$ cat src/hdl/rmsn_pkg.sv
// Shared types, constants and helpers for the running mean/deviation normalizer.
// No dependencies; imported by every module of the block.
package rmsn_pkg;

  localparam int unsigned DIM_COUNT_DEF = 16;
  localparam int unsigned FRAC_BITS_DEF = 16;

  localparam int unsigned STEPS_W    = 7;
  localparam int unsigned MEAN_STEPS = 33;
  localparam int unsigned RAD_STEPS  = 62;
  localparam int unsigned SQRT_STEPS = 31;

  localparam logic [30:0] SPREAD_MAX = 31'h7FFF_FFFF;

  typedef enum logic [1:0] {
    OP_NORM   = 2'd0,
    OP_DENORM = 2'd1,
    OP_UPDATE = 2'd2,
    OP_LOAD   = 2'd3
  } op_e;

  typedef enum logic [4:0] {
    ST_IDLE,
    ST_READ,
    ST_LOAD,
    ST_DISP,
    ST_NORM_DIV,
    ST_DEN_END,
    ST_UPD_DIV,
    ST_UPD_DD,
    ST_UPD_PLO,
    ST_UPD_PHI,
    ST_UPD_MM,
    ST_UPD_CHK,
    ST_UPD_RDIV,
    ST_UPD_ROOT,
    ST_FIN
  } state_e;

  typedef struct packed {
    logic [31:0]        count;
    logic [30:0]        spread;
    logic signed [31:0] mean;
  } stats_t;

  // divider start request: left-aligned dividend, starting remainder, step count
  typedef struct packed {
    logic               start;
    logic [31:0]        rem;
    logic [63:0]        num;
    logic [31:0]        den;
    logic [STEPS_W-1:0] steps;
  } div_req_t;

  typedef struct packed {
    logic        start;
    logic [61:0] rad;
  } sqrt_req_t;

  // {saturated, value} of a 64-bit signed value clamped to 32 bits
  function automatic logic [32:0] sat32(input logic signed [63:0] v);
    logic [32:0] r;
    if (v > 64'sd2147483647) begin
      r = {1'b1, 32'h7FFF_FFFF};
    end else if (v < -64'sd2147483648) begin
      r = {1'b1, 32'h8000_0000};
    end else begin
      r = {1'b0, v[31:0]};
    end
    return r;
  endfunction

endpackage

$ cat src/hdl/rmsn_sqrt.sv
// Iterative digit-by-digit integer square root of a 62-bit radicand, one root bit a cycle.
// Depends on rmsn_pkg.
module rmsn_sqrt (
  input  logic                clk_i,
  input  logic                rst_ni,
  input  rmsn_pkg::sqrt_req_t req_i,
  output logic                busy_o,
  output logic                done_o,
  output logic [30:0]         root_o
);
  import rmsn_pkg::*;

  logic        busy_q;
  logic [4:0]  cnt_q;
  logic [61:0] rad_q;
  logic [31:0] rem_q;
  logic [30:0] root_q;
  logic [33:0] cur;
  logic [33:0] trial;
  logic [33:0] diff;
  logic        ge;

  assign cur   = {rem_q, rad_q[61:60]};
  assign trial = {1'b0, root_q, 2'b01};
  assign ge    = cur >= trial;
  assign diff  = cur - trial;

  always_ff @(posedge clk_i or negedge rst_ni) begin
    if (!rst_ni) begin
      busy_q <= 1'b0;
      cnt_q  <= '0;
    end else if (req_i.start) begin
      busy_q <= 1'b1;
      cnt_q  <= 5'(SQRT_STEPS);
    end else if (busy_q) begin
      if (cnt_q == '0) begin
        busy_q <= 1'b0;
      end else begin
        cnt_q <= cnt_q - 1'b1;
      end
    end
  end

  // remainder stays at most 2*root, so 32 bits hold it
  always_ff @(posedge clk_i) begin
    if (req_i.start) begin
      rad_q  <= req_i.rad;
      rem_q  <= '0;
      root_q <= '0;
    end else if (busy_q && cnt_q != '0) begin
      rad_q  <= {rad_q[59:0], 2'b00};
      rem_q  <= ge ? diff[31:0] : cur[31:0];
      root_q <= {root_q[29:0], ge};
    end
  end

  assign busy_o = busy_q;
  assign done_o = busy_q && (cnt_q == '0);
  assign root_o = root_q;

endmodule

$ cat config.mk
export PLATFORM = sky130hd
export DESIGN_NAME = rmsn_sqrt
export DESIGN_NICKNAME = d
export VERILOG_FILES = /design/src/hdl/rmsn_pkg.sv /design/src/hdl/rmsn_sqrt.sv
export SDC_FILE = /design/constraint.sdc
export NUM_CORES = 1
export LEC_CHECK = 0
export ABC_CLOCK_PERIOD_IN_PS = 5000
export BUFFER_PORTS_ARGS = -buffer_cell sky130_fd_sc_hd__buf_4
export CORE_MARGIN = 2
export CORE_UTILIZATION = 55
export CTS_BUF_LIST = sky130_fd_sc_hd__clkbuf_16
export CTS_CLUSTER_DIAMETER = 40
export DETAILED_ROUTE_END_ITERATION = 8
export PLACE_DENSITY = 0.87
export SYNTH_ARGS = -nofsm -noshare
export SYNTH_HDL_FRONTEND = slang
export SYNTH_SLANG_ARGS = --single-unit
$ cat constraint.sdc
create_clock -name clk_i -period 5 [get_ports clk_i]
set_clock_uncertainty 0.2 [all_clocks]
set_input_delay 0.25 -clock clk_i [delete_from_list [all_inputs] [get_ports clk_i]]
set_output_delay 0.25 -clock clk_i [all_outputs]
set_load 0.03 [all_outputs]
==> reports/results.txt <==
Vias in the first global route = 5985
Avg Cell Area, Syn = 9.52 µm²
CTS buffer count = 17
Crit path setup slack, layout = 1.52 ns
Hold Fails Final Rpt = 0
Clk slew on worst S/H paths = 0.06 ns
Pins Over Slew Limit = 0
Post-Route WL = 17700 µm
Commonest non-fill, non-tap cell in the layout = nand2_1
Final period utilization = 0.696
Detailed placement HPWL = 10500 µm
Port Buffers = 97
Met2 wire length = 8800 µm
Nets = 1002
Post-route DRC = 0
CTS tree = done
Unrepaired setup endpoints after global routing = no
Synth Warn # = 0
Total number of vias = 6132
Hold Slack = 0.103 ns
Most used flip-flop cell after synthesis = dfxtp_1
P&R area growth vs syn = 27.4%
Net count after synthesis = 860
Startpoint types = flop
Clock Latency Late Sink = 0.43 ns
RD Place Congestion = 0.918
Die area = 14100 µm²
Placed Area = 8030 µm²
Setup TNS = 0 ns
Simple-gate share of the synthesized area = 0.148
Crit end category = flop
Antenna cells = 0
MaxCap Viol Count = 0
Largest family of logic cells by synthesized area = compound AO/OA/AOI/OAI gates
Core Footprint = 12700 µm²
First-pass GRT wire length = 29000 µm
Post-Syn Area = 7240 µm²
Gr ovfl total = 0
Tightest Pin Transition = 0.833 ns
Post-synthesis mux area share = 0.0975
IO Pins = 98
Most frequent cells in the layout = nand2_1 (125), buf_4 (101), a21oi_1 (77), dlygate4sd3_1 (64), dfxtp_1 (63)
Pre-antenna DRT Iters = 5
Global Route Usage Sum = 0.257
Final non-filler cell area = 9220 µm²
Post-route antenna net violation count = 0
Design Power = 4.76 mW
Yosys cell types = 66
Post-layout util = 0.724
Post-CTS Setup Inserts = 0
Largest net degree at the start of global routing = 82
Initial antenna violation count = 0
Synth Instances = 760
Maximum clock rate = 287 MHz
Initial DRC count = 549
Min Clock Period, post-route = 3.48 ns
Setup slack at placement = 1.55 ns
Final setup fails = 0
Clock H-tree levels = 4
Vias/cell = 5.64
Sequential-to-total area share from yosys stat = 0.452
DR WL/cell = 16.3 µm
CP Max Fanout = 31
Top layer in use = met4
CTS max path bufs = 2
Layout cells sized above 1 = 0.228
Adder-Cell Fraction of Synth Area = 0.0605
Leak = 3.75 nW
Post-synth ARST share = 0.0458
Starting density of the core = 0.569
Routed length on met3 = 1160 µm
Dpl cells = 991
Post-cts sizing count = 0
Worst vdd ir = 0.000424 V
Setup Crit Path Kind = flop to flop
Synth Area in XOR/XNOR = 0.0303
Cell Rows = 41
Required time of the critical path = 5.12 ns
Worst hold path class = primary input to flop
Die Width = 119 µm
Pwr Density = 516 nW/µm²
Cts hold-fix bufs = 64
Height of the die = 119 µm
Clk sinks = 131
Critical Path AT = 3.60 ns
Run status = complete, no violations
Root Driver = clkbuf_16
Post-synth EDFFs = 62
Met1 WL = 7360 µm
Synth Register Bits = 131
Finished Layout Cells = 1087
Slew headroom = 0.445
Synth Area in Compound Gates = 0.163
synth_stat cells, types with 2 or more instances:
master       n  area, µm²
a211o_1      2       17.5
a211oi_1    12       90.1
a21boi_0     2       15.0
a21o_1      11       82.6
a21oi_1     77        385
a311oi_1    11       96.3
a31oi_1      7       43.8
a41oi_1      2       17.5
and2_1       5       31.3
and3_1       2       12.5
buf_2        4       20.0
buf_4        5       37.5
clkbuf_1    31        116
dfrtp_1      6        150
dfxtp_1     63       1260
edfxtp_1    62       1860
ha_1        35        438
inv_1       43        161
mux2_2      60        676
mux2i_1      3       30.0
nand2_1    126        473
nand2_2      4       25.0
nand2b_1     2       12.5
nand3_1     15       75.1
nand4_1      7       43.8
nor2_1      34        128
nor2b_1      5       31.3
nor3_1      15       75.1
nor4_1       2       12.5
o2111ai_1    2       17.5
o211ai_1     7       52.6
o21a_1       5       37.5
o21ai_0     30        150
o21ai_1      2       10.0
o21bai_1     3       22.5
o41ai_2      2       32.5
or3_1        3       18.8
or3b_1       2       17.5
xnor2_1     15        131
xor2_1      10       87.6
where the power goes:
group          internal (mW)  switching [mW]  total [mW]  leakage, nW
Combinational          0.947            1.28        2.23         2.26
Sequential              1.28          0.0921        1.37         1.23
Clock                  0.676           0.482        1.16        0.260
Total                   2.90            1.85        4.76         3.75
registers in the layout (all words and copies together), names as in the netlist:
| name | flops |
|---|---|
| busy_o | 1 |
| root_o | 31 |
| rad_q | 62 |
| cnt_q | 5 |
| rem_q | 32 |
per-layer routing:
metal	vias up	track usage
met1	2891	0.301
li1	3020	-
met5	-	0
met2	185	0.438
met4	0	0.105
met3	36	0.0787
final cells by class:
cell class              count  area (µm²)
clock buffers              17         425
clock inverters            15         116
fillers                   932        3510
inverters                  43         161
multi-input cells         544        3630
flip-flops and latches    131        3270
well taps                 172         215
repair buffers            165        1400
final timing paths:
kind                                 start   endpoint  slack (ns)  cells after the start
worst max-delay path            root_o[29]  rem_q[27]        1.52                      9
worst min-delay path             req_i[62]  root_o[4]        0.10                      2
worst max register to register  root_o[29]  rem_q[27]        1.52                      9
worst min register to register    rem_q[1]   rem_q[1]        0.28                      2
max in group asynchronous           rst_ni   cnt_q[0]        3.78                      3
min in group asynchronous           rst_ni   cnt_q[1]        0.59                      3
cell families after synthesis:
group,after synthesis
buf+inv,85
flops,131
simple gates,234
compound gates,187
xor+xnor,25
fa+ha+maj,35
mux,63
worst max-delay path, cell delays in order, from the launching register on:
cell and delay, ns:
dfxtp_1 0.37, inv_1 0.06, ha_1 0.35, a21o_1 0.18, a211oi_1 0.50, o41ai_2 0.19
or4b_4 0.55, nand2_2 0.51, nor2_1 0.16, o41ai_2 0.31
Note: power is estimated with default switching activity, not from simulation.
