--- config.mk ---
export PLATFORM = sky130hd
export DESIGN_NAME = rmsn_stats
export DESIGN_NICKNAME = d
export VERILOG_FILES = /design/src/hdl/rmsn_pkg.sv /design/src/hdl/rmsn_stats.sv
export SDC_FILE = /design/constraint.sdc
export NUM_CORES = 1
export LEC_CHECK = 0
export BUFFER_PORTS_ARGS = -buffer_cell sky130_fd_sc_hd__buf_2
export CORE_MARGIN = 2
export CORE_UTILIZATION = 61
export CTS_CLUSTER_SIZE = 20
export DETAILED_ROUTE_END_ITERATION = 7
export PLACE_DENSITY = 0.78
export SYNTH_ARGS = -nofsm -noshare
export SYNTH_HDL_FRONTEND = slang
export SYNTH_SLANG_ARGS = --single-unit
--- constraint.sdc ---
create_clock -name clk_i -period 1.9 [get_ports clk_i]
set_clock_uncertainty 0.15 [all_clocks]
set_input_delay 0.57 -clock clk_i [delete_from_list [all_inputs] [get_ports clk_i]]
set_output_delay 0.57 -clock clk_i [all_outputs]
set_load 0.1 [all_outputs]
--- src/hdl/rmsn_pkg.sv ---
// Shared types, constants and helpers for the running mean/deviation normalizer.
// No dependencies; imported by every module of the block.
package rmsn_pkg;

  localparam int unsigned DIM_COUNT_DEF = 16;
  localparam int unsigned FRAC_BITS_DEF = 16;

  localparam int unsigned STEPS_W    = 7;
  localparam int unsigned MEAN_STEPS = 33;
  localparam int unsigned RAD_STEPS  = 62;
  localparam int unsigned SQRT_STEPS = 31;

  localparam logic [30:0] SPREAD_MAX = 31'h7FFF_FFFF;

  typedef enum logic [1:0] {
    OP_NORM   = 2'd0,
    OP_DENORM = 2'd1,
    OP_UPDATE = 2'd2,
    OP_LOAD   = 2'd3
  } op_e;

  typedef enum logic [4:0] {
    ST_IDLE,
    ST_READ,
    ST_LOAD,
    ST_DISP,
    ST_NORM_DIV,
    ST_DEN_END,
    ST_UPD_DIV,
    ST_UPD_DD,
    ST_UPD_PLO,
    ST_UPD_PHI,
    ST_UPD_MM,
    ST_UPD_CHK,
    ST_UPD_RDIV,
    ST_UPD_ROOT,
    ST_FIN
  } state_e;

  typedef struct packed {
    logic [31:0]        count;
    logic [30:0]        spread;
    logic signed [31:0] mean;
  } stats_t;

  // divider start request: left-aligned dividend, starting remainder, step count
  typedef struct packed {
    logic               start;
    logic [31:0]        rem;
    logic [63:0]        num;
    logic [31:0]        den;
    logic [STEPS_W-1:0] steps;
  } div_req_t;

  typedef struct packed {
    logic        start;
    logic [61:0] rad;
  } sqrt_req_t;

  // {saturated, value} of a 64-bit signed value clamped to 32 bits
  function automatic logic [32:0] sat32(input logic signed [63:0] v);
    logic [32:0] r;
    if (v > 64'sd2147483647) begin
      r = {1'b1, 32'h7FFF_FFFF};
    end else if (v < -64'sd2147483648) begin
      r = {1'b1, 32'h8000_0000};
    end else begin
      r = {1'b0, v[31:0]};
    end
    return r;
  endfunction

endpackage

--- src/hdl/rmsn_stats.sv ---
// Per-dimension statistics memory (mean, deviation, count) with valid bits.
// Entries never written read as the reset values. Depends on rmsn_pkg.
module rmsn_stats #(
  parameter int unsigned DIM_COUNT = rmsn_pkg::DIM_COUNT_DEF,
  parameter int unsigned FRAC_BITS = rmsn_pkg::FRAC_BITS_DEF,
  localparam int unsigned IW = (DIM_COUNT > 1) ? $clog2(DIM_COUNT) : 1
) (
  input  logic             clk_i,
  input  logic             rst_ni,
  input  logic             rd_en_i,
  input  logic [IW-1:0]    rd_idx_i,
  input  logic             wr_en_i,
  input  logic [IW-1:0]    wr_idx_i,
  input  rmsn_pkg::stats_t wr_data_i,
  output rmsn_pkg::stats_t rd_data_o
);
  import rmsn_pkg::*;

  stats_t               mem_q [DIM_COUNT];
  logic [DIM_COUNT-1:0] vld_q;
  stats_t               rd_q;
  logic                 rd_vld_q;
  stats_t               rst_val;

  assign rst_val.count  = '0;
  assign rst_val.spread = 31'(1) << FRAC_BITS;
  assign rst_val.mean   = '0;

  always_ff @(posedge clk_i) begin
    if (wr_en_i) begin
      mem_q[wr_idx_i] <= wr_data_i;
    end
    if (rd_en_i) begin
      rd_q <= mem_q[rd_idx_i];
    end
  end

  always_ff @(posedge clk_i or negedge rst_ni) begin
    if (!rst_ni) begin
      vld_q    <= '0;
      rd_vld_q <= 1'b0;
    end else begin
      if (wr_en_i) begin
        vld_q[wr_idx_i] <= 1'b1;
      end
      if (rd_en_i) begin
        rd_vld_q <= vld_q[rd_idx_i];
      end
    end
  end

  assign rd_data_o = rd_vld_q ? rd_q : rst_val;

endmodule

==> results.md, run 1 <==
- Slew Limit Fails: 0
- Fin cells: 4435
- Num CTS Buffers: 157
- Setup crit end kind: output port
- Final period util: 142%
- Antenna Nets Post-Route: 0
- Clock Sinks: 1632
- Worst Path Arrival: 1.98 ns
- DRT Pass-1 Iters: 5
- Dpl cells: 4076
- Vias in the first global route: 31811
- Highest Clock Rate: 370 MHz
- Worst Path Max Fanout: 17
- Synthesized area: 61200 um2
- Initial Utilization: 61.4%
- Routed wire length: 163000 um
- RD Place Congestion: 0.811
- Final Hold Viols: 0
- Mean Syn Cell Area: 25.9 um2
- Core area: 99700 um2
- Critical Path RT: 1.18 ns
- Yosys Warn Count: 0
- Post-layout util: 76.0%
- All-layer global routing usage: 32.6%
- Lkg Pwr: 0.0248 uW
- DRC viols: 0
- Distinct cells, synth: 19
- Area of the die: 103000 um2
- Seq cells post-synth: 1632
- Worst slew pin tran: 0.404 ns
- Period minus WS final: 2.70 ns
- Synth-to-Final Area Change: 23.8%
- Status: complete, but fails checks
- Failing checks: setup timing
- Final Setup Violations: 101
- Worst-skew pair later-pin latency: 0.78 ns
- CTS H-Tree Depth: 4
- Die Wd: 321 um
- Post-place setup slack: -0.782 ns
- CTS root buf: clkbuf_16
- Pin count of the biggest net entering global routing: 43
- Initial antenna violation count: 15
- I/O Buffers: 201
- Clk slew on worst S/H paths: 0.06 ns
- CTS tree: built
- Sequential share of the synthesized area: 79.9%
- Grt total ovfl: 0
- Syn nets: 2474
- IO Pins: 202
- Wirelength per Cell: 36.8 um
- Peak supply drop: 0.00101 V
- Global-route wire length before repair: 233000 um
- Proportion of layout cells with a drive suffix above 1: 43.8%
- DR vias: 30506
- Die height: 321 um
- DR vias/cell: 6.88
- Setup Crit Path Kind: register to output port
- DRT iter0 DRCs: 4389
- Slew HR: 73.1%
- RSZ-0062 raised after global routing: true
- Final WS setup: -0.802 ns
- Site row count: 116
- Startpoint Class: register
- Reg2reg setup slack: -0.06 ns
- Number of nets in the layout: 3107
- Cells after Synth: 2367
- Hold Crit Class: input port to register
- Pwr/cell area: 1090 nW/um2
- CTS max path bufs: 3
- Max-Cap Viols: 0
- DP HPWL: 90200 um
[worst paths after layout]
check | from | end | cells after the start
setup / recovery | rd_vld_q | rd_data_o[30] | 4
hold / removal | wr_data_i[4] | mem_q[2][4] | 1
hold reg to reg | vld_q[8] | vld_q[8] | 1
setup reg to reg | mem_q[2][4] | rd_q[4] | 2
max in group asynchronous | rst_ni | rd_vld_q | 2
min in group asynchronous | rst_ni | vld_q[14] | 2
[critical path, stage by stage (launching register included)]
cell and delay, ns:
dfrtp_4 0.54, buf_12 0.19, buf_12 0.16, and2_4 0.15, buf_12 0.16
[report_power, final]
group	total [uW]	internal, uW	switching (uW)
clock network	30900	17200	13700
logic	10900	4520	6360
registers	41000	40600	416
total	82800	62300	20400
[stage by stage]
stage	cell area [um2]	hold WS, ns	power [uW]	TNS (ns)
6_report	75700	0.0380	82800	-72.12
5_1_grt	75700	0.0207	84500	-75.06
4_1_cts	75500	0.000658	82800	-72.60
3_5_place_dp	69700	0.297	51700	-447.44
3_3_place_gp	69700	0.295	51400	-413.98
2_1_floorplan	61300	0.124	47200	-2060.65
[cell usage after synthesis]
cell,n,share of area [%]
buf_1,9,0.055
nand2_1,1,0.0061
and2_1,94,0.96
or2_2,16,0.16
buf_4,30,0.37
mux2i_1,3,0.049
mux4_2,479,18
nor2_1,12,0.074
nand3_1,1,0.0082
nand2b_1,3,0.031
or3b_2,1,0.014
buf_6,10,0.18
mux2_2,1,0.018
nand3b_1,2,0.025
buf_2,9,0.074
dfrtp_1,17,0.70
nor3_1,4,0.033
edfxtp_1,1615,79
clkbuf_1,60,0.37
[state kept, by name, summed over array words and instances (netlist names)]
register  flops
vld_q        16
mem_q      1520
rd_q         95
rd_vld_q      1
[cells in the final DEF (no fill, tap or decap), types with 3 or more instances in the layout]
cell,Yosys,routed
and2_4,0,94
buf_12,0,293
buf_2,9,101
buf_4,30,131
buf_8,0,4
bufinv_16,0,12
clkbuf_1,60,28
clkbuf_16,0,164
clkinv_1,0,34
clkinv_2,0,26
clkinv_8,0,6
clkinvlp_4,0,11
dfrtp_1,17,16
diode_2,0,12
dlygate4sd3_1,0,55
edfxtp_1,1615,1615
inv_6,0,4
mux2i_1,3,3
mux4_2,479,479
nor2_4,0,12
nor3_4,0,4
or2_2,16,16
[timing repair]
item                                    CTS  global route
endpoints found under the hold margin   567             0
setup buffers                             2             2
endpoints found under the setup margin   98           101
hold buffers                             55             0
cloned                                    1             4
resized for setup                        80            36
[cells by family after synthesis]
logic type             synth area share, %
and+or+nand+nor                       1.31
muxes                                 17.7
buffers and inverters                 1.05
DFF                                   79.9
[layer usage]
metal / up-vias / global-route usage [%] / routed length (um)
met1: 16088 / 42.8 / 55200
met5: - / 0 / 79
met4: 12 / 12.4 / 6360
met2: 2399 / 54.2 / 84100
li1: 11578 / - / -
met3: 429 / 7.40 / 17600
[cell type report]
cell class / instances / area [um2]
flip-flops and latches: 1632 / 48900
fillers: 4684 / 24000
multi-input cells: 617 / 12000
repair buffers: 592 / 8130
clock buffers: 189 / 4130
well taps: 1298 / 1620
clock inverters: 95 / 873
diodes: 12 / 30.0
Note: power is estimated with default switching activity, not from simulation.
==> run 2, diff against run 1 <==
- BUFFER_PORTS_ARGS: -buffer_cell sky130_fd_sc_hd__buf_2 -> -buffer_cell sky130_fd_sc_hd__clkbuf_2
==> run 2 against run 1 <==
The flow still finishes with violations (setup timing). Register-to-register slack improved by 0.02 ns. Critical path depth unchanged. Combinational power about the same. Global-route usage increased by 0.28 points.
==> results.md, run 2 (synthesis results as in run 1) <==
- Peak supply drop: 0.00110 V
- Site row count: 116
- Commonest cells after routing, fill and taps aside: edfxtp_1, mux4_2, buf_12
- Fin cells: 4434
- Die Wd: 321 um
- FILL cells: 4746
- CTS root buf: clkbuf_16
- CTS tree: built
- Routed wire length: 170000 um
- Synth-to-Final Area Change: 22.9%
- Max-Cap Viols: 0
- Proportion of layout cells with a drive suffix above 1: 45.0%
- Grt total ovfl: 0
- Slew Limit Fails: 0
- RD Place Congestion: 0.816
- CTS H-Tree Depth: 4
- Core area: 99700 um2
- Status: complete, but fails checks
- Number of nets in the layout: 3104
- IO Pins: 202
- Failing checks: setup timing
- Setup crit end kind: output port
- Pin count of the biggest net entering global routing: 37
- Final WS setup: -0.797 ns
- All-layer global routing usage: 32.9%
- Cell area after layout: 75200 um2
- Area of the multi-input gates: 12000 um2
- Hold Crit Class: input port to register
- Vias in the first global route: 31660
- DR vias: 30791
- Most common cell after layout, fill and taps aside: edfxtp_1
- Wirelength per Cell: 38.3 um
- Worst Path Arrival: 1.98 ns
- CTS max path bufs: 3
- Area of the die: 103000 um2
- Number of flip-flops in the largest register: 1520
- Dpl cells: 4118
- Initial antenna violation count: 14
- DRC viols: 0
- Final Hold Viols: 0
- RSZ-0062 raised after global routing: true
- DP HPWL: 90300 um
- Pwr/cell area: 1100 nW/um2
- Worst Path Max Fanout: 6
- Global-route wire length before repair: 234000 um
- Initial Utilization: 61.4%
- Biggest register: mem_q
- Antenna Nets Post-Route: 0
- Clk slew on worst S/H paths: 0.07 ns
- Worst-skew pair later-pin latency: 0.78 ns
- Final Setup Violations: 102
- Highest Clock Rate: 371 MHz
- Slew HR: 69.4%
- Startpoint Class: register
- Final period util: 142%
- Clock Sinks: 1632
- Worst slew pin tran: 0.459 ns
- Setup Crit Path Kind: register to output port
- I/O Buffers: 201
- DR vias/cell: 6.94
- Register Area: 48900 um2
- Period minus WS final: 2.70 ns
- Hold WS: 0.0565 ns
- Top flop regs: mem_q x1520, rd_q x95, vld_q x16
- Placed Instance Area: 69700 um2
- Num CTS Buffers: 156
- Lkg Pwr: 0.0248 uW
- DRT iter0 DRCs: 4742
- DRT Pass-1 Iters: 5
- Critical Path RT: 1.18 ns
- Die height: 321 um
[run 2: cell types whose count changed in the layout (fill, tap and decap cells not counted), sizes merged]
cell         previous run  this run
dlygate4sd3            55         1
clkinvlp               11         5
clkinv                 66        63
buf                   533       484
inv                     6        10
clkbuf                193       302
bufinv                 12        10
[run 2: layout make-up]
| cell class | count | share of cell area (%) |
|---|---|---|
| Timing Repair Buffer | 590 | 10.3 |
| Clock inverter | 88 | 1.02 |
| Sequential cell | 1632 | 65.1 |
| Multi-Input combinational cell | 617 | 16.0 |
| Clock buffer | 197 | 5.47 |
| Antenna cell | 12 | 0.0399 |
| Tap cell | 1298 | 2.16 |
[run 2: per-stage QoR]
stage          utilization (%)  total power [uW]  setup WS, ns  setup TNS (ns)
2_1_floorplan                -             47200         -2.03        -2060.65
3_3_place_gp              69.9             51400        -0.684         -442.95
3_5_place_dp              69.9             51600        -0.740         -474.44
4_1_cts                   75.3             82400        -0.843          -74.53
5_1_grt                   75.4             84100        -0.809          -73.65
6_report                  75.4             82600        -0.797          -71.44
[run 2: critical path, stage by stage, from the launching register on]
cell,delay [ns]
dfrtp_4,0.54
buf_12,0.18
buf_16,0.15
and2_4,0.17
buf_12,0.17
[run 2: worst paths after layout]
path	from	endpoint	slack, ns	cells after the start
setup / recovery	rd_vld_q	rd_data_o[58]	-0.80	4
hold / removal	wr_data_i[13]	mem_q[9][13]	0.06	1
setup reg to reg	mem_q[11][45]	rd_q[45]	-0.04	2
hold reg to reg	vld_q[1]	vld_q[1]	0.32	1
max in group asynchronous	rst_ni	rd_vld_q	0.99	2
min in group asynchronous	rst_ni	vld_q[15]	0.24	2
[run 2: routing by layer]
layer	vias to the layer above	track usage [%]	share of wire (%)
met4	16	14.2	4.6
met2	2526	54.6	52
met1	16172	42.7	33
li1	11586	-	-
met5	-	0	0.065
met3	491	7.05	11
[run 2: timing repair]
action                                  CTS  global route
hold endpoints to repair                 17             0
hold buffers                              1             0
endpoints found under the setup margin   97            99
buffers inserted                          5             7
gates cloned                              4             3
resized for setup                       105             7
[run 2: power by group]
group	internal (uW)	total (uW)	switching [uW]
sequential	40600	41000	452
combinational	4560	11000	6420
clock	16800	30500	13800
