--- src/hdl/rmsn_pkg.sv ---
// Shared types, constants and helpers for the running mean/deviation normalizer.
// No dependencies; imported by every module of the block.
package rmsn_pkg;

  localparam int unsigned DIM_COUNT_DEF = 16;
  localparam int unsigned FRAC_BITS_DEF = 16;

  localparam int unsigned STEPS_W    = 7;
  localparam int unsigned MEAN_STEPS = 33;
  localparam int unsigned RAD_STEPS  = 62;
  localparam int unsigned SQRT_STEPS = 31;

  localparam logic [30:0] SPREAD_MAX = 31'h7FFF_FFFF;

  typedef enum logic [1:0] {
    OP_NORM   = 2'd0,
    OP_DENORM = 2'd1,
    OP_UPDATE = 2'd2,
    OP_LOAD   = 2'd3
  } op_e;

  typedef enum logic [4:0] {
    ST_IDLE,
    ST_READ,
    ST_LOAD,
    ST_DISP,
    ST_NORM_DIV,
    ST_DEN_END,
    ST_UPD_DIV,
    ST_UPD_DD,
    ST_UPD_PLO,
    ST_UPD_PHI,
    ST_UPD_MM,
    ST_UPD_CHK,
    ST_UPD_RDIV,
    ST_UPD_ROOT,
    ST_FIN
  } state_e;

  typedef struct packed {
    logic [31:0]        count;
    logic [30:0]        spread;
    logic signed [31:0] mean;
  } stats_t;

  // divider start request: left-aligned dividend, starting remainder, step count
  typedef struct packed {
    logic               start;
    logic [31:0]        rem;
    logic [63:0]        num;
    logic [31:0]        den;
    logic [STEPS_W-1:0] steps;
  } div_req_t;

  typedef struct packed {
    logic        start;
    logic [61:0] rad;
  } sqrt_req_t;

  // {saturated, value} of a 64-bit signed value clamped to 32 bits
  function automatic logic [32:0] sat32(input logic signed [63:0] v);
    logic [32:0] r;
    if (v > 64'sd2147483647) begin
      r = {1'b1, 32'h7FFF_FFFF};
    end else if (v < -64'sd2147483648) begin
      r = {1'b1, 32'h8000_0000};
    end else begin
      r = {1'b0, v[31:0]};
    end
    return r;
  endfunction

endpackage

--- src/hdl/rmsn_div.sv ---
// Iterative restoring divider, one quotient bit per cycle, shared by all divisions.
// Dividend is left-aligned in 64 bits; quotient appears in the low bits. Depends on rmsn_pkg.
module rmsn_div (
  input  logic               clk_i,
  input  logic               rst_ni,
  input  rmsn_pkg::div_req_t req_i,
  output logic               busy_o,
  output logic               done_o,
  output logic [63:0]        quo_o
);
  import rmsn_pkg::*;

  logic               busy_q;
  logic [STEPS_W-1:0] cnt_q;
  logic [31:0]        rem_q;
  logic [63:0]        num_q;
  logic [31:0]        den_q;
  logic [32:0]        trial;
  logic [32:0]        diff;
  logic               ge;

  assign trial = {rem_q, num_q[63]};
  assign ge    = trial >= {1'b0, den_q};
  assign diff  = trial - {1'b0, den_q};

  always_ff @(posedge clk_i or negedge rst_ni) begin
    if (!rst_ni) begin
      busy_q <= 1'b0;
      cnt_q  <= '0;
    end else if (req_i.start) begin
      busy_q <= 1'b1;
      cnt_q  <= req_i.steps;
    end else if (busy_q) begin
      if (cnt_q == '0) begin
        busy_q <= 1'b0;
      end else begin
        cnt_q <= cnt_q - 1'b1;
      end
    end
  end

  always_ff @(posedge clk_i) begin
    if (req_i.start) begin
      rem_q <= req_i.rem;
      num_q <= req_i.num;
      den_q <= req_i.den;
    end else if (busy_q && cnt_q != '0) begin
      rem_q <= ge ? diff[31:0] : trial[31:0];
      num_q <= {num_q[62:0], ge};
    end
  end

  assign busy_o = busy_q;
  assign done_o = busy_q && (cnt_q == '0);
  assign quo_o  = num_q;

endmodule

--- config.mk ---
export PLATFORM = sky130hd
export DESIGN_NAME = rmsn_div
export DESIGN_NICKNAME = d
export VERILOG_FILES = /design/src/hdl/rmsn_pkg.sv /design/src/hdl/rmsn_div.sv
export SDC_FILE = /design/constraint.sdc
export NUM_CORES = 1
export LEC_CHECK = 0
export BUFFER_PORTS_ARGS = -buffer_cell sky130_fd_sc_hd__buf_4
export CORE_ASPECT_RATIO = 0.8
export CORE_MARGIN = 2
export CORE_UTILIZATION = 49
export DETAILED_ROUTE_END_ITERATION = 12
export PLACE_DENSITY = 0.84
export SYNTH_ARGS = -nofsm -noshare
export SYNTH_HDL_FRONTEND = slang
export SYNTH_SLANG_ARGS = --single-unit
--- constraint.sdc ---
create_clock -name clk_i -period 3.67 [get_ports clk_i]
set_input_delay 0.734 -clock clk_i [delete_from_list [all_inputs] [get_ports clk_i]]
set_output_delay 0.734 -clock clk_i [all_outputs]
set_load 0.005 [all_outputs]
==> metrics, run 1 <==
die width=around 150 µm; IO Port Bufs=203; H-tree levels=4; most frequent cells in the layout=206 x buf_4, 128 x edfxtp_1, 64 x mux2_2; CTS buffer count=17; P per Cell Area=697 nW/µm²; placer congestion estimate=~0.94; share of flip-flops with an asynchronous set or reset=under 10%; count of antenna-violating nets left after detailed routing=0; Final Critical Period=roughly 3100 ps; initial core utilization=between 40% and 50%; # clock sinks=about 140; router iterations before antenna repair=5; Static Leak=roughly 4.2 nW; Final setup viols=0; Mapped Nets=~850; reg-to-reg endpoint=rem_q[30]; multiplexer share of the synthesized area=9.35%; slowest stage delay, CP=between 400 and 500 ps; Tot GR Track Use=23.5%; via count=between 6,000 and 7,000; Inserted Diodes=0; buffers and inverters on the worst path=2; FMAX=320 MHz; Max VDD drop=slightly below 0.0004 V; post-route cell area=approximately 10,000 µm²; worst-margin pin slew=around 1100 ps; # DRC=0; post-detail-place hpwl=14.0 mm; share of layout cells above drive strength 1=a little over a third; P&R area growth vs syn=28.8%; main flop type after synthesis=edfxtp_1; CTS tree=yes; r2r setup slk=between 500 and 600 ps; setup bufs post-CTS=0; Final nets=1,045; commonest non-fill, non-tap cell in the layout=buf_4; first-pass GRT wire length=31.2 mm; Yosys Warn Count=0; worst skew pair latency=420 ps; Avg Inst Size Synth=~11 µm²; clock slew at reported path FFs=around 60 ps; sequential area share after synthesis=51.7%; vias per cell=~5.6; Worst Hold Class=input pin to asynchronous set/reset pin; MaxCap Viol Count=0; CP max-delay cell=a2111oi_2; status=finished, final reports clean; Syn Inst Count=roughly 700; die area=about 17,000 µm²; R2R Path Start=quo_o[63]; Req. time, crit path=approximately 3900 ps; Register-to-Register Path Depth=12; Synth Area in Adders=around 5.7%; Overflow after GRT=0; register bit count reported by yosys=around 140; RSZ-0062 raised after global routing=no; core area=15,700 µm²; delay-heaviest family, CP=compound AO/OA/AOI/OAI gates; Final Cycle Share=around 85%; fin. max-slew vios=0; cell mode on critical path=inv_1; cts hold-fix bufs=0; largest fanout on the critical path=4; area post-placement=around 9500 µm²; clk buf depth=2; Post-Route WL=around 20 mm; crit end category=flop; cells along the critical path=inv_1 -> ha_1 -> inv_1 -> fa_1 -> a21oi_1 -> o211ai_1 -> a2111oi_2 -> o31ai_1 -> a41oi_1 -> xnor2_1 -> o21ai_0 -> a31oi_1; num ports=around 200; clk root buf=clkbuf_16; Cell variety after synth=61; post_cts resized=0; Worst Slack Setup Final=541 ps; Post-Place Setup Slack=around 580 ps; vias in the first global route=a little over 6,000; final clock skew=10.2 ps; Compound-Gate Fraction of Synth Area=about 15%; largest net degree at the start of global routing=150; Startpoint Class=flop; Post-synth EDFFs=between 100 and 150; Post-Syn Area=7820 µm²; WS Path Type=flop to flop; Die Y=roughly 120 µm; xor/xnor share of the synthesized area=under 10%; Simple-Gate Fraction of Synth Area=9.97%; drt first-iter violations=575; largest family of logic cells by synthesized area=compound AO/OA/AOI/OAI gates; initial antenna violation count=0; drt wl/cell=approximately 18 µm; Rows=41; Arr. time, crit path=between 3000 and 4000 ps; Final Hold Fails=0; total negative slack=0 ps; Worst slew margin=28.8%
[area by class of cell]
type	instances	area, µm²
tap	215	269
inverter	46	173
timing repair buffer	209	1600
multi-input combinational	462	3440
fill	1271	5630
sequential	136	4040
clock buffer	17	425
clock inverter	14	124
[synth_stat cells, drive strengths merged (10+ instances only)]
master	instances	area, µm²
a21o	11	90.1
a21oi	39	218
a31oi	17	106
buf	11	72.6
clkbuf	26	97.6
edfxtp	128	3840
ha	34	425
inv	45	169
mux2	64	721
nand2	54	203
nand3	19	95.1
nand4	21	131
nor2	33	131
o21a	10	75.1
o21ai	41	220
o311ai	13	151
xnor2	23	201
[sequential cells by signal, summed over array words and instances, names as in the netlist]
name	count
busy_o	1
cnt_q	7
den_q	32
quo_o	64
rem_q	32
[worst max-delay path by stage]
stage,start,endpoint,slack [ps],cells after the start
CTS,quo_o[63],rem_q[30],570,12
detailed placement,rem_q[21],rem_q[27],580,9
global route,rem_q[21],rem_q[27],310,9
global placement,quo_o[63],rem_q[30],610,12
finish,quo_o[63],rem_q[30],540,12
floorplan,req_i[135],quo_o[0],650,4
[layer usage]
metal	share of wire, %	track usage [%]
met3	8.3	9.03
met2	47	38.8
met4	1.1	6.27
met1	43	29.6
met5	0	0
[metrics by stage]
stage	util, %	power [W]	hold WS [ps]	instances
after floorplan	-	0.00451	438	681
after global placement	60.6	0.00532	557	1068
after detailed placement	60.6	0.00538	558	1068
after CTS	64.1	0.00702	103	1099
after global routing	64.1	0.00747	102	1099
final	64.1	0.00702	124	1099
[where the power goes]
group	switching, W	total [W]	internal, W
Combinational	0.00174	0.00308	0.00134
Sequential	0.000197	0.00233	0.00213
Clock	0.000677	0.00161	0.000930
[cells by family after synthesis]
logic type	after synthesis
DFF	136
AOI/OAI and AO/OA	167
muxes	65
and+or+nand+nor	163
xor gates and xnor gates	32
adders and majority gates	35
buffers and inverters	83
Note: power is estimated with default switching activity, not from simulation.
==> run 2: changes to the inputs <==
--- a/config.mk
+++ b/config.mk
@@ -8,9 +8,10 @@
 export BUFFER_PORTS_ARGS = -buffer_cell sky130_fd_sc_hd__buf_4
 export CORE_ASPECT_RATIO = 0.8
 export CORE_MARGIN = 2
-export CORE_UTILIZATION = 49
+export CORE_UTILIZATION = 50
+export CTS_BUF_LIST = sky130_fd_sc_hd__clkbuf_2
 export DETAILED_ROUTE_END_ITERATION = 12
-export PLACE_DENSITY = 0.84
+export PLACE_DENSITY = 0.85
 export SYNTH_ARGS = -nofsm -noshare
 export SYNTH_HDL_FRONTEND = slang
 export SYNTH_SLANG_ARGS = --single-unit
==> run 2 against run 1 <==
Net effect:
- power fell by 7.8%
- global-route usage up 0.85 points
- clock skew increased by 35 ps
- first-iteration DRC count is 29% lower
- clock-buffer cell count unchanged
- highest routed layer unchanged
- critical path depth stayed put
- critical endpoint unchanged
- largest cell class unchanged
- wire length increased by 0.73%
- final area shrank 2.6%
- non-clock buffer count up 1
- flip-flop and latch count unchanged
==> metrics, run 2 (synthesized netlist as in run 1, its figures left out) <==
worst-margin pin slew=820 ps; # clock sinks=around 140; P&R area growth vs syn=25.5%; r2r setup slk=~560 ps; first-pass GRT wire length=between 30 and 40 mm; max reg flops=between 60 and 70; Max VDD drop=between 0.0004 and 0.0005 V; fin. max-slew vios=0; drt wl/cell=~18 µm; count of antenna-violating nets left after detailed routing=0; vias in the first global route=roughly 6,200; hold_ws=about 130 ps; commonest non-fill, non-tap cell in the layout=buf_4; Die Y=approximately 120 µm; Worst slew margin=a little under half; share of layout cells above drive strength 1=36.9%; IO Port Bufs=between 200 and 250; metal3 WL=~1.8 mm; final clock skew=between 40 and 50 ps; Startpoint Class=flop; worst skew pair latency=around 750 ps; Tot GR Track Use=between 20% and 30%; WS Path Type=flop to flop; RSZ-0062 raised after global routing=no; R2R Path Start=quo_o[63]; cell mode on critical path=inv_1; # DRC=0; most frequent cells in the layout=207 x buf_4, 128 x edfxtp_1, 64 x mux2_2; cells along the critical path=inv_1 -> ha_1 -> inv_1 -> fa_1 -> a21oi_1 -> o211ai_1 -> a2111oi_2 -> o31ai_1 -> a41oi_1 -> xnor2_1 -> o21ai_0 -> a31oi_1; clk root buf=clkbuf_2; largest fanout on the critical path=4; die width=144 µm; H-tree levels=4; Static Leak=about 4.1 nW; die area=16,700 µm²; FILL cells=1,226; Req. time, crit path=4290 ps; Final setup viols=0; WL met2=~9.4 mm; CP max-delay cell=edfxtp_1; largest net degree at the start of global routing=150; Overflow after GRT=0; num ports=slightly above 200; Register-to-Register Path Depth=12; drt first-iter violations=about 410; WHS Path Cells=1; router iterations before antenna repair=6; reg-to-reg endpoint=rem_q[30]; P per Cell Area=between 600 and 700 nW/µm²; MaxCap Viol Count=0; status=finished, final reports clean; Final nets=about 1,000; setup bufs post-CTS=0; vias per cell=around 5.6; core area=around 15,000 µm²; Rows=40; initial core utilization=just over 50%; uppermost layer routed=met4; via count=between 6,000 and 7,000; CTS tree=yes; initial antenna violation count=0; Arr. time, crit path=between 3000 and 4000 ps; clock slew at reported path FFs=270 ps; clk buf depth=2; Inserted Diodes=0; total negative slack=0 ps; crit end category=flop; met1 wire length=8.28 mm; placer congestion estimate=0.909; slowest stage delay, CP=430 ps; Final Cycle Share=84.6%; min-delay src=req_i[22]; Final Hold Fails=0; Worst Hold Class=input pin to flop; hold endpoint=den_q[15]; CTS buffer count=17; FMAX=~320 MHz; Post-Route WL=19.7 mm; post-detail-place hpwl=between 10 and 15 mm; Final Critical Period=3110 ps
## run 2: final cells by class
| cell class | count | area [µm²] | area share [%] |
|---|---|---|---|
| timing repair buffer | 210 | 1600 | 16.4 |
| clock inverter | 15 | 200 | 2.04 |
| inverter | 46 | 173 | 1.76 |
| tap | 210 | 263 | 2.68 |
| multi-input combinational | 462 | 3440 | 35.1 |
| clock buffer | 17 | 85.1 | 0.868 |
| sequential | 136 | 4040 | 41.2 |
## run 2: routing by layer
metal  global-route usage (%)  up-vias
li1                         -     2962
met1                     30.6     2946
met2                     39.5      236
met3                     10.2       21
met4                     5.95        0
met5                        0        -
## run 2: power by group
part	total, W	internal [W]	switching [W]	leakage (nW)
clock network	0.00105	0.000364	0.000689	0.168
logic	0.00310	0.00134	0.00175	2.54
registers	0.00232	0.00212	0.000200	1.42
total	0.00647	0.00383	0.00264	4.13
## run 2: through the flow
stage	util [%]	total power [W]	worst slack, ps	cell area (µm²)	cells
final	64.7	0.00647	563	9810	1096
after global routing	64.7	0.00693	345	9810	1096
after CTS	64.7	0.00645	578	9810	1096
after detailed placement	62.7	0.00538	649	9510	1063
after global placement	62.7	0.00532	739	9510	1063
after floorplan	-	0.00451	646	7820	681
## run 2: timing repair
action | in CTS | in global routing
hold buffers | 1 | 0
endpoints found under the hold margin | 8 | 0
resized for setup | 0 | 0
## run 2: how the worst max path moves through the flow
stage / endpoint / depth (start not counted) / from / slack (ps)
6_report: rem_q[30] / 12 / quo_o[63] / 560
5_1_grt: rem_q[30] / 12 / quo_o[63] / 340
4_1_cts: rem_q[30] / 12 / quo_o[63] / 580
3_5_place_dp: rem_q[12] / 9 / rem_q[9] / 650
3_3_place_gp: rem_q[30] / 12 / quo_o[63] / 740
2_1_floorplan: quo_o[0] / 4 / req_i[135] / 650
## run 2: critical path, delay by kind of cell, from the launching register on
kind,cells,cell delay (ps)
compound gates,7,1710
xor+xnor,1,150
fa+ha+maj,2,560
buf+inv,2,140
flops,1,430
==> run 3: changes to the inputs <==
--- a/config.mk
+++ b/config.mk
@@ -8,10 +8,10 @@
 export BUFFER_PORTS_ARGS = -buffer_cell sky130_fd_sc_hd__buf_4
 export CORE_ASPECT_RATIO = 0.8
 export CORE_MARGIN = 2
-export CORE_UTILIZATION = 50
+export CORE_UTILIZATION = 55
 export CTS_BUF_LIST = sky130_fd_sc_hd__clkbuf_2
 export DETAILED_ROUTE_END_ITERATION = 12
-export PLACE_DENSITY = 0.85
+export PLACE_DENSITY = 0.89
 export SYNTH_ARGS = -nofsm -noshare
 export SYNTH_HDL_FRONTEND = slang
 export SYNTH_SLANG_ARGS = --single-unit
==> constraint.sdc (replaced) <==
create_clock -name clk_i -period 3.2 [get_ports clk_i]
set_input_delay 0.64 -clock clk_i [delete_from_list [all_inputs] [get_ports clk_i]]
set_output_delay 0.64 -clock clk_i [all_outputs]
set_load 0.005 [all_outputs]
==> run 3 against run 2 <==
Net effect:
- worst hold slack worse by 30 ps
- setup slack worse by 310 ps
- wire length is 0.46% lower
- maximum frequency is 5.3% higher
- sequential power is 15% higher
- clock skew is 14 ps higher
- sequential share of layout area is 0.084 points higher
- clock power hardly changed
- critical endpoint is now rem_q[2]
==> metrics, run 3 (synthesized netlist as in run 1, its figures left out) <==
Req. time, crit path=between 3000 and 4000 ps; drt wl/cell=approximately 18 µm; Tot GR Track Use=26.2%; CTS buffer count=17; Final Critical Period=2950 ps; clock slew at reported path FFs=250 ps; max reg flops=64; Worst Slack Setup Final=249 ps; delay-heaviest family, CP=compound AO/OA/AOI/OAI gates; CP max-delay cell=edfxtp_1; fin. max-slew vios=0; die width=roughly 140 µm; Max VDD drop=about 0.00046 V; num ports=a little over 200; via count=around 6,300; Final nets=1,050; commonest non-fill, non-tap cell in the layout=buf_4; # DRC=0; placed cells=1,037; Combinational Power Share=between 40% and 50%; count of antenna-violating nets left after detailed routing=0; first-pass GRT wire length=31.3 mm; drt first-iter violations=~460; total negative slack=0 ps; IO Port Bufs=203; CTS tree=yes; cells along the critical path=ha_1 -> a21o_1 -> a221oi_2 -> o21a_1 -> a21oi_2 -> o21ai_4 -> a21o_4 -> a21oi_1 -> o31ai_1; placer congestion estimate=around 0.9; Arr. time, crit path=between 3000 and 4000 ps; Startpoint Class=flop; H-tree levels=4; area occupied by registers=~4000 µm²; Post-Route WL=19.7 mm; multi-input logic area=3450 µm²; Post-Place Setup Slack=approximately 180 ps; vias in the first global route=~6,400; Pint=0.00434 W; RSZ-0062 raised after global routing=no; Final setup viols=0; clk root buf=clkbuf_2; Static Leak=4.13 nW; switching fraction of total power=between 40% and 50%; FILL cells=about 1,000; core area=13,700 µm²; post-detail-place hpwl=14.2 mm; Inserted Diodes=0; share of layout cells above drive strength 1=37.2%; vias per cell=between 5 and 6; Overflow after GRT=0; Final Hold Fails=0; die area=about 15,000 µm²; FMAX=between 300 and 400 MHz; initial antenna violation count=0; P per Cell Area=between 700 and 800 nW/µm²; Non-Filler Instances=1,070; buffers and inverters on the worst path=0; WS Path Type=flop to flop; largest net degree at the start of global routing=107; # clock sinks=136; post-route cell area=about 10000 µm²; slowest stage delay, CP=460 ps; most frequent cells in the layout=210 x buf_4, 128 x edfxtp_1, 64 x mux2_2; Net Sw Power=approximately 0.003 W; clock share of power=14.5%; worst-margin pin slew=a little under 600 ps; worst skew pair latency=710 ps; area post-placement=between 9000 and 10,000 µm²; crit end category=flop; MaxCap Viol Count=0; initial core utilization=56.9%; P&R area growth vs syn=25.2%; Final Cycle Share=between 90 and 100%; Die Y=~110 µm; Rows=38; sequential power share=36.2%; Worst Hold Class=input pin to flop; final clock skew=58.9 ps; status=finished, final reports clean; largest fanout on the critical path=31; setup bufs post-CTS=0; clk buf depth=2; Worst slew margin=about three fifths; router iterations before antenna repair=5; hold_ws=between 90 and 100 ps
run 3: repair_timing:
item                                    4_1_cts  5_1_grt
endpoints found under the setup margin        0        2
hold endpoints to repair                      8        0
hold buffers                                  1        0
resized for setup                             0        2
run 3: power groups by stage:
stage	Combinational (W)	Sequential, W	Clock (W)
after floorplan	0.00253	0.00265	0
after global placement	0.00345	0.00268	0
after detailed placement	0.00353	0.00270	0
after CTS	0.00355	0.00266	0.00109
after global routing	0.00399	0.00271	0.00116
final	0.00363	0.00267	0.00107
run 3: area by class of cell:
type	count	area share, %
clock buffers	17	0.869
clock inverters	15	1.62
inverters	46	1.76
multi-input cells	462	35.3
flip-flops and latches	136	41.3
well taps	180	2.30
repair buffers	214	16.8
run 3: worst paths after layout:
check                                 end      start  slack [ps]  depth (start not counted)
worst min-delay path            den_q[27]  req_i[34]         100                          1
min in group asynchronous        cnt_q[1]     rst_ni         250                          2
worst min register to register  quo_o[30]  quo_o[29]         580                          1
worst max register to register   rem_q[2]   rem_q[8]         250                          9
worst max-delay path             rem_q[2]   rem_q[8]         250                          9
max in group asynchronous        cnt_q[3]     rst_ni        2830                          2
run 3: stage by stage:
step	power, W	utilization (%)
after floorplan	0.00518	-
after global placement	0.00613	69.2
after detailed placement	0.00622	69.2
after CTS	0.00731	71.1
after global routing	0.00785	71.2
final	0.00736	71.2
run 3: per-layer routing:
layer	routed length [µm]	part of all wire, %	global-route usage (%)	vias to the layer above
met3	1830	9.3	9.23	29
li1	-	-	-	2967
met5	0	0	0	-
met4	335	1.7	7.35	0
met2	9430	48	42.3	278
met1	8060	41	33.1	2999
